`src/ring_mask_pixel_generator_macros.svh`:
```
// ----------------------------------------------------------------------------
// Ring mask pixel generator assertion macros
// Concurrent assertion wrappers, empty for synthesis.
// ----------------------------------------------------------------------------
`ifndef RING_MASK_PIXEL_GENERATOR_MACROS_SVH
`define RING_MASK_PIXEL_GENERATOR_MACROS_SVH

`ifndef SYNTHESIS
`define RMPG_ASSERT_IMPL(label, clk, rst_n, ante, cons) \
    label: assert property (@(posedge clk) disable iff (!rst_n) (ante) |-> (cons)) \
        else $error("ring mask pixel generator: assertion failed");
`define RMPG_ASSERT_NEXT(label, clk, rst_n, ante, cons) \
    label: assert property (@(posedge clk) disable iff (!rst_n) (ante) |=> (cons)) \
        else $error("ring mask pixel generator: assertion failed");
`else
`define RMPG_ASSERT_IMPL(label, clk, rst_n, ante, cons)
`define RMPG_ASSERT_NEXT(label, clk, rst_n, ante, cons)
`endif

`endif

```
`src/rmpg_pkg.sv`:
```
// ----------------------------------------------------------------------------
// Ring mask pixel generator package
// Field widths and pipeline stage types shared by all modules.
// ----------------------------------------------------------------------------
package rmpg_pkg;

    localparam int CoordW    = 12;
    localparam int CfgW      = 13;
    localparam int DeltaW    = 13;
    localparam int SumW      = 14;
    localparam int SqW       = 24;
    localparam int QuotW     = 22;
    localparam int ResW      = 22;
    localparam int IdxW      = 24;
    localparam int CntW      = 25;
    localparam int InDataW   = 24;
    localparam int OutDataW  = 80;
    localparam int CfgAddrW  = 1;

    localparam logic [CfgAddrW-1:0] RegWidth  = 1'b0;
    localparam logic [CfgAddrW-1:0] RegHeight = 1'b1;

    typedef struct packed {
        logic sq;
        logic q;
        logic v;
        logic out;
    } stage_load_t;

    typedef struct packed {
        logic [CoordW-1:0] x;
        logic [CoordW-1:0] y;
        logic              frame_start;
    } in_stage_t;

    typedef struct packed {
        logic [SqW-1:0]         sq_x;
        logic [SqW-1:0]         sq_y;
        logic signed [SumW-1:0] dxy;
        logic [IdxW-1:0]        idx;
        logic                   frame_start;
    } sq_stage_t;

    typedef struct packed {
        logic [QuotW-1:0]       q;
        logic signed [SumW-1:0] dxy;
        logic [IdxW-1:0]        idx;
        logic                   frame_start;
    } q_stage_t;

    typedef struct packed {
        logic [ResW-1:0] v;
        logic [IdxW-1:0] idx;
        logic            frame_start;
    } v_stage_t;

    typedef struct packed {
        logic            mask_bit;
        logic [IdxW-1:0] pixel_index;
        logic [IdxW-1:0] black_slot;
        logic [CntW-1:0] black_total;
    } out_stage_t;

endpackage

```
`src/ring_mask_pixel_generator.sv`:
```
// From input accept to m_tvalid an item passes through five register stages.
// Throughput: 1 item per cycle; each stage holds one item and advances when the next frees.
// Output stalls fill the pipeline before s_tready drops.
// Reset: aresetn synchronous, active low; clears stage valids and the black counter,
// loads image_width = 640 and image_height = 480.
// ----------------------------------------------------------------------------
// Ring mask pixel generator
// Per-pixel ring mask bit, linear index and black pixel compaction slot.
// ----------------------------------------------------------------------------
`include "ring_mask_pixel_generator_macros.svh"

module ring_mask_pixel_generator import rmpg_pkg::*; #(
    parameter int MAX_SIDE = 4096
) (
    input  logic                aclk,
    input  logic                aresetn,
    input  logic                cfg_wr_en,
    input  logic [CfgAddrW-1:0] cfg_addr,
    input  logic [CfgW-1:0]     cfg_wr_data,
    input  logic                s_tvalid,
    output logic                s_tready,
    input  logic [InDataW-1:0]  s_tdata,   // pixel_x, pixel_y
    input  logic                s_tuser,   // frame_start
    output logic                m_tvalid,
    input  logic                m_tready,
    output logic [OutDataW-1:0] m_tdata,   // pixel_index, black_slot, black_total, zero pad
    output logic                m_tuser    // mask_bit
);

    localparam int NumStages = 5;

    logic [CfgW-1:0]      width_reg;
    logic [CfgW-1:0]      height_reg;
    logic [NumStages-1:0] valid_reg;
    logic [NumStages-1:0] valid_next;
    logic [NumStages-1:0] ready;
    logic [NumStages-1:0] load;
    logic [NumStages-1:0] leave;
    stage_load_t          ld;
    in_stage_t            in_reg;
    in_stage_t            in_next;
    sq_stage_t            sq;
    v_stage_t             vs;
    out_stage_t           result;

    always_ff @(posedge aclk) begin
        if (!aresetn) begin
            width_reg  <= 13'd640;
            height_reg <= 13'd480;
        end else if (cfg_wr_en) begin
            unique case (cfg_addr)
                RegWidth:  width_reg  <= cfg_wr_data;
                RegHeight: height_reg <= cfg_wr_data;
                default: ;
            endcase
        end
    end

    always_comb begin
        ready[4] = !valid_reg[4] || m_tready;
        ready[3] = !valid_reg[3] || ready[4];
        ready[2] = !valid_reg[2] || ready[3];
        ready[1] = !valid_reg[1] || ready[2];
        ready[0] = !valid_reg[0] || ready[1];
        load[0]  = s_tvalid && ready[0];
        load[1]  = valid_reg[0] && ready[1];
        load[2]  = valid_reg[1] && ready[2];
        load[3]  = valid_reg[2] && ready[3];
        load[4]  = valid_reg[3] && ready[4];
        leave    = {valid_reg[4] && m_tready, load[4:1]};
        valid_next = load | (valid_reg & ~leave);
        ld.sq  = load[1];
        ld.q   = load[2];
        ld.v   = load[3];
        ld.out = load[4];
        in_next.x           = s_tdata[CoordW-1:0];
        in_next.y           = s_tdata[2*CoordW-1:CoordW];
        in_next.frame_start = s_tuser;
    end

    always_ff @(posedge aclk) begin
        if (!aresetn) begin
            valid_reg <= '0;
        end else begin
            valid_reg <= valid_next;
        end
    end

    always_ff @(posedge aclk) begin
        if (load[0]) begin
            in_reg <= in_next;
        end
    end

    rmpg_square #(
        .MAX_SIDE(MAX_SIDE)
    ) u_square (
        .aclk(aclk),
        .ld(ld),
        .pix(in_reg),
        .image_width(width_reg),
        .image_height(height_reg),
        .sq(sq)
    );

    rmpg_ring u_ring (
        .aclk(aclk),
        .ld(ld),
        .sq(sq),
        .vs(vs)
    );

    rmpg_black_count u_black_count (
        .aclk(aclk),
        .aresetn(aresetn),
        .ld(ld),
        .vs(vs),
        .result(result)
    );

    assign s_tready = ready[0];
    assign m_tvalid = valid_reg[4];
    assign m_tuser  = result.mask_bit;
    assign m_tdata  = {7'b0, result.black_total, result.black_slot, result.pixel_index};

    `RMPG_ASSERT_IMPL(a_stall_full, aclk, aresetn, !s_tready, &valid_reg)
    `RMPG_ASSERT_NEXT(a_accept_fills, aclk, aresetn, s_tvalid && s_tready, valid_reg[0])
    `RMPG_ASSERT_IMPL(a_out_from_pipe, aclk, aresetn, $rose(m_tvalid), $past(valid_reg[3]))

endmodule

```
`src/rmpg_square.sv`:
```
// ----------------------------------------------------------------------------
// Ring mask offset and square stage
// Centre offsets, their squares and the linear pixel index.
// ----------------------------------------------------------------------------
module rmpg_square import rmpg_pkg::*; #(
    parameter int MAX_SIDE = 4096
) (
    input  logic            aclk,
    input  stage_load_t     ld,
    input  in_stage_t       pix,
    input  logic [CfgW-1:0] image_width,
    input  logic [CfgW-1:0] image_height,
    output sq_stage_t       sq
);

    localparam int LimW = 17;

    logic [CfgW-1:0]          w_sat;
    logic [CfgW-1:0]          h_sat;
    logic signed [DeltaW-1:0] dx;
    logic signed [DeltaW-1:0] dy;
    logic signed [2*DeltaW-1:0] sqx_full;
    logic signed [2*DeltaW-1:0] sqy_full;
    logic [IdxW:0]            idx_full;
    sq_stage_t                sq_reg;
    sq_stage_t                sq_next;

    always_comb begin
        w_sat = (LimW'(image_width) > LimW'(MAX_SIDE)) ? CfgW'(MAX_SIDE) : image_width;
        h_sat = (LimW'(image_height) > LimW'(MAX_SIDE)) ? CfgW'(MAX_SIDE) : image_height;
        dx = $signed({1'b0, pix.x}) - $signed({1'b0, w_sat[CfgW-1:1]});
        dy = $signed({1'b0, pix.y}) - $signed({1'b0, h_sat[CfgW-1:1]});
        sqx_full = dx * dx;
        sqy_full = dy * dy;
        idx_full = (IdxW+1)'(pix.y) * (IdxW+1)'(w_sat) + (IdxW+1)'(pix.x);
        sq_next.sq_x        = sqx_full[SqW-1:0];
        sq_next.sq_y        = sqy_full[SqW-1:0];
        sq_next.dxy         = SumW'(dx) + SumW'(dy);
        sq_next.idx         = idx_full[IdxW-1:0];
        sq_next.frame_start = pix.frame_start;
    end

    always_ff @(posedge aclk) begin
        if (ld.sq) begin
            sq_reg <= sq_next;
        end
    end

    assign sq = sq_reg;

endmodule

```
`src/rmpg_ring.sv`:
```
// ----------------------------------------------------------------------------
// Ring mask distance stages
// Sum of squares divided by fifteen, then the wrapped ring phase.
// ----------------------------------------------------------------------------
module rmpg_ring import rmpg_pkg::*; (
    input  logic        aclk,
    input  stage_load_t ld,
    input  sq_stage_t   sq,
    output v_stage_t    vs
);

    localparam int D2W      = 25;
    localparam int RecipW   = 26;
    localparam int RecipSh  = 29;
    localparam int ProdW    = D2W + RecipW;
    localparam int SW       = 23;
    localparam logic [RecipW-1:0]  RecipFifteen = 26'd35791395;
    localparam logic signed [SW-1:0] WrapBias   = 23'sd8216;

    logic [D2W-1:0]          d2;
    logic [ProdW-1:0]        prod;
    logic signed [SW-1:0]    s_val;
    q_stage_t                q_reg;
    q_stage_t                q_next;
    v_stage_t                v_reg;
    v_stage_t                v_next;

    always_comb begin
        d2   = D2W'(sq.sq_x) + D2W'(sq.sq_y);
        prod = ProdW'(d2) * ProdW'(RecipFifteen);
        q_next.q           = prod[RecipSh +: QuotW];
        q_next.dxy         = sq.dxy;
        q_next.idx         = sq.idx;
        q_next.frame_start = sq.frame_start;
    end

    always_comb begin
        s_val = SW'(q_reg.dxy) + $signed({1'b0, q_reg.q});
        v_next.v           = (s_val < 0) ? ResW'(s_val + WrapBias) : ResW'(s_val);
        v_next.idx         = q_reg.idx;
        v_next.frame_start = q_reg.frame_start;
    end

    always_ff @(posedge aclk) begin
        if (ld.q) begin
            q_reg <= q_next;
        end
        if (ld.v) begin
            v_reg <= v_next;
        end
    end

    assign vs = v_reg;

endmodule

```
`src/rmpg_black_count.sv`:
```
// ----------------------------------------------------------------------------
// Ring mask decision and black pixel counter
// Phase modulo forty, mask bit, compacted slot and running total.
// ----------------------------------------------------------------------------
`include "ring_mask_pixel_generator_macros.svh"

module rmpg_black_count import rmpg_pkg::*; (
    input  logic        aclk,
    input  logic        aresetn,
    input  stage_load_t ld,
    input  v_stage_t    vs,
    output out_stage_t  result
);

    logic [19:0]     u;
    logic [6:0]      nib_sum;
    logic [4:0]      fold;
    logic [2:0]      rem5;
    logic            keep;
    logic [CntW-1:0] base;
    logic [CntW-1:0] cnt_reg;
    logic [CntW-1:0] cnt_next;
    out_stage_t      out_reg;
    out_stage_t      out_next;

    always_comb begin
        u = 20'(vs.v[ResW-1:3]);
        nib_sum = 7'(u[3:0]) + 7'(u[7:4]) + 7'(u[11:8]) + 7'(u[15:12]) + 7'(u[19:16]);
        fold = 5'(nib_sum[3:0]) + 5'(nib_sum[6:4]);
        priority if (fold >= 5'd20) begin
            rem5 = 3'(fold - 5'd20);
        end else if (fold >= 5'd15) begin
            rem5 = 3'(fold - 5'd15);
        end else if (fold >= 5'd10) begin
            rem5 = 3'(fold - 5'd10);
        end else if (fold >= 5'd5) begin
            rem5 = 3'(fold - 5'd5);
        end else begin
            rem5 = 3'(fold);
        end
        keep = (rem5 < 3'd2) || ((rem5 == 3'd2) && (vs.v[2:0] < 3'd4));
    end

    always_comb begin
        base     = vs.frame_start ? '0 : cnt_reg;
        cnt_next = (!keep && !(&base)) ? base + 1'b1 : base;
        out_next.mask_bit    = keep;
        out_next.pixel_index = vs.idx;
        out_next.black_slot  = keep ? '0 : base[IdxW-1:0];
        out_next.black_total = cnt_next;
    end

    always_ff @(posedge aclk) begin
        if (!aresetn) begin
            cnt_reg <= '0;
        end else if (ld.out) begin
            cnt_reg <= cnt_next;
        end
    end

    always_ff @(posedge aclk) begin
        if (ld.out) begin
            out_reg <= out_next;
        end
    end

    assign result = out_reg;

    `RMPG_ASSERT_NEXT(a_frame_restart, aclk, aresetn, ld.out && vs.frame_start, cnt_reg <= 25'd1)
    `RMPG_ASSERT_NEXT(a_total_tracks, aclk, aresetn, ld.out, out_reg.black_total == cnt_reg)

endmodule

```
`config.mk`:
```
export PLATFORM = sky130hd
export DESIGN_NAME = ring_mask_pixel_generator
export DESIGN_NICKNAME = d
export VERILOG_FILES = /design/src/rmpg_pkg.sv /design/src/ring_mask_pixel_generator.sv /design/src/rmpg_square.sv /design/src/rmpg_ring.sv /design/src/rmpg_black_count.sv
export VERILOG_INCLUDE_DIRS = /design/src /design/src/src
export SDC_FILE = /design/constraint.sdc
export NUM_CORES = 2
export LEC_CHECK = 0
export BUFFER_PORTS_ARGS = -buffer_cell sky130_fd_sc_hd__buf_4
export CAP_MARGIN = 20
export CORE_ASPECT_RATIO = 0.9
export CORE_MARGIN = 5
export CORE_UTILIZATION = 40
export DETAILED_ROUTE_END_ITERATION = 16
export PLACE_DENSITY = 0.62
export SETUP_SLACK_MARGIN = 0.5
export SYNTH_ARGS = -nofsm -noshare
export SYNTH_HDL_FRONTEND = slang
export SYNTH_SLANG_ARGS = --single-unit
```
`constraint.sdc`:
```
create_clock -name aclk -period 20.5 [get_ports aclk]
set_input_delay 2.05 -clock aclk [delete_from_list [all_inputs] [get_ports aclk]]
set_output_delay 2.05 -clock aclk [all_outputs]
set_load 0.1 [all_outputs]
```
==> run_results.csv <==
group,metric,value,unit
run_status,outcome,"completed",
flow_run,drv_cap,0,
drt,via_count,25957,
clock_tree,cts_tree,"built",
timing,min_period,9.747,ns
layout,n_fill_cell,8917,
die,dieWidth,336.9,um
timing,finalSetupViolations,0,
logic_synthesis,synth_edf_count,290,
worst_hold_path,whs_path_depth,0,
timing,timing.fmax,102.6,MHz
placed_design,place.gp.congestion,0.8815,
die,initial_core_util,40.47,%
layout,final_nets,4911,
die,fp.dieH,304.2,um
logic_synthesis,ys_top_cells_by_count,"inv_1 (685), ha_1 (503), fa_1 (492)",
critical_path,r2r_start,"u_square.sq[42]",
critical_path,reg2reg_depth,32,
logic_synthesis,yosys-top-cells-area,"fa_1 (26%), edfxtp_1 (23%), ha_1 (16%), inv_1 (6.7%), nand2_1 (3.6%)",
worst_hold_path,hp-start,"u_ring.q_reg[0]",
global_routing,grt_pass1_wl,143.1,mm
clock_tree,clock_latency,0.59,ns
worst_hold_path,hold_end,"u_ring.vs[0]",
global_routing,grt_max_degree,68,
logic_synthesis,synth_top_area_share,25.61,%
logic_synthesis,synth.most_common_cell,"inv_1",
logic_synthesis,synth_top_area_cell,"fa_1",
die,rows,107,
drt,avgViaCountPerCell,5.032,
die,core_area,95050,um^2
timing,finalCritPeriodShare,47.55,%
drt,drcViolationCount,0,
placed_design,dp_hpwl,71.45,mm
worst_hold_path,hold_path.class,"flip-flop to flip-flop",
global_routing,grt_pass1_vias,26767,
timing,slew_viol_final,0,
layout,syn2layout_area_growth,10.22,%
global_routing,gr-usage-all-layers,17.30,%
logic_synthesis,mappedNetlistArea,38470,um^2
clock_tree,clock-sinks,345,
critical_path,crit_type,"flip-flop to flip-flop",
critical_path,arrival,10.07,ns
critical_path,cp_data_required_time,20.82,ns
logic_synthesis,ys_ff_latch,345,
critical_path,crit_fanout,5,
placed_design,portBuffers,119,
timing,fin_tns_setup,0,ns
die,io_pins,127,
logic_synthesis,ys.flop_type,"edfxtp_1",
clock_tree,post-cts-setup-buffers,0,
timing,hold_viol,0,
global_routing,overflow,0,
timing,worst_pin_slew,1.009,ns
logic_synthesis,syn-mean-instance-area,10.24,um^2
clock_tree,max-clock-path-buffers,3,
layout,largest_reg_flops,85,
die,dieArea,102500,um^2
clock_tree,htreeDepth,2,
logic_synthesis,synthCells,3755,
global_routing,antenna_found_initial,6,
drt,postRouteAntennaNets,0,
critical_path,r2r-end,"u_ring.q_reg[53]",
critical_path,critPathCaptureType,"flip-flop",
timing,clock_skew,0.03245,ns
critical_path,reg2reg_slack,10.75,ns
logic_synthesis,async_reset_ff_share,0,%
critical_path,cpMaxStageDelayCell,"a2111oi_0",
clock_tree,post_cts_resized,0,
timing,grt_setup_unrepaired,"no",
clock_tree,cts_made_buffers,39,
drt,drt-initial-drc-count,1604,
drt,wl,87.32,mm
logic_synthesis,yosysUniqueCellTypes,87,
clock_tree,root_buffer,"clkbuf_16",
layout,drive_above_1_share,6.969,%
clock_tree,ctsHoldBuffers,0,
critical_path,start_kind,"flip-flop",
logic_synthesis,synth-seq-area-share,25.50,%
drt,dr.pass1.iters,6,
critical_path,slowest_delay,0.74,ns
logic_synthesis,ys.warnings.count,0,
clock_tree,clk_pin_slew_worst_paths,0.07,ns
drt,wire_per_inst,16.93,um
critical_path,crit_top_cell,"fa_1",
timing,relSlewSlack,32.62,%
-- cells in the final DEF (no fill, tap or decap), types with 42 or more instances in the layout --
cell        n
inv_1     684
ha_1      503
fa_1      492
nand2_1   368
edfxtp_1  290
nor2_1    210
buf_4     157
xnor2_1   137
a21oi_1   136
and2_1    101
o21ai_0    84
xor2_1     60
dfxtp_1    55
nor2b_1    51
nor3_1     49
nand3_1    47
a21o_1     42
-- cell type report --
type / count / area [um^2] / area share (%)
multi-input cells: 2634 / 25770 / 60.78
flip-flops and latches: 345 / 9809 / 23.14
inverters: 694 / 2606 / 6.147
well taps: 1253 / 1568 / 3.698
repair buffers: 158 / 1206 / 2.845
clock buffers: 42 / 987.2 / 2.329
clock inverters: 30 / 446.7 / 1.054
diodes: 2 / 5.005 / 0.01180
-- worst max-delay path by stage --
stage / startpoint / endpoint / slack (ns) / depth (start not counted)
2_1_floorplan: m_tready / u_square.sq[0] / 11.24 / 4
3_3_place_gp: u_square.sq[42] / u_ring.q_reg[53] / 11.11 / 32
3_5_place_dp: width_reg[12] / u_square.sq[85] / 10.98 / 30
4_1_cts: u_square.sq[42] / u_ring.q_reg[59] / 10.87 / 32
5_1_grt: u_square.sq[42] / u_ring.q_reg[59] / 9.97 / 32
6_report: u_square.sq[42] / u_ring.q_reg[53] / 10.75 / 32
-- stage by stage --
step / setup slack [ns] / utilization, % / instance area (um^2) / cells / hold WS, ns
2_1_floorplan: 11.24 / - / 38490 / 3762 / 0.4003
3_3_place_gp: 11.11 / 43.05 / 40920 / 5082 / 0.4007
3_5_place_dp: 10.98 / 43.08 / 40950 / 5083 / 0.4045
4_1_cts: 10.87 / 44.59 / 42380 / 5155 / 0.4041
5_1_grt: 9.971 / 44.60 / 42390 / 5156 / 0.4205
6_report: 10.75 / 44.60 / 42400 / 5158 / 0.4101
-- kinds of logic after synthesis --
kind of cell / synth area share, %
AO/OA/AOI/OAI: 7.315
XOR/XNOR: 4.671
adder cells (fa/ha/maj): 41.97
buffers and inverters: 7.722
flip-flops: 25.50
multiplexers: 0.9758
other: 0.009749
AND/OR/NAND/NOR: 11.84
-- critical path: cells and delay by family, from the launching register on --
family | cells | cell delay, ns
compound gates | 14 | 4.26
fa+ha+maj | 9 | 3.38
flops | 1 | 0.36
buf+inv | 4 | 0.42
simple gates | 3 | 0.70
xor+xnor | 2 | 0.36
-- routing by layer --
layer	GRT usage, %	vias to the layer above	part of all wire, %
li1	-	12518	-
met1	25.52	12807	47
met2	26.96	538	45
met3	3.031	94	6.1
met4	3.415	0	1.8
met5	0	-	0
Power is left out: the tool's default activity adds up to more than one toggle a clock period on the data nets, which glitch-free logic cannot reach.
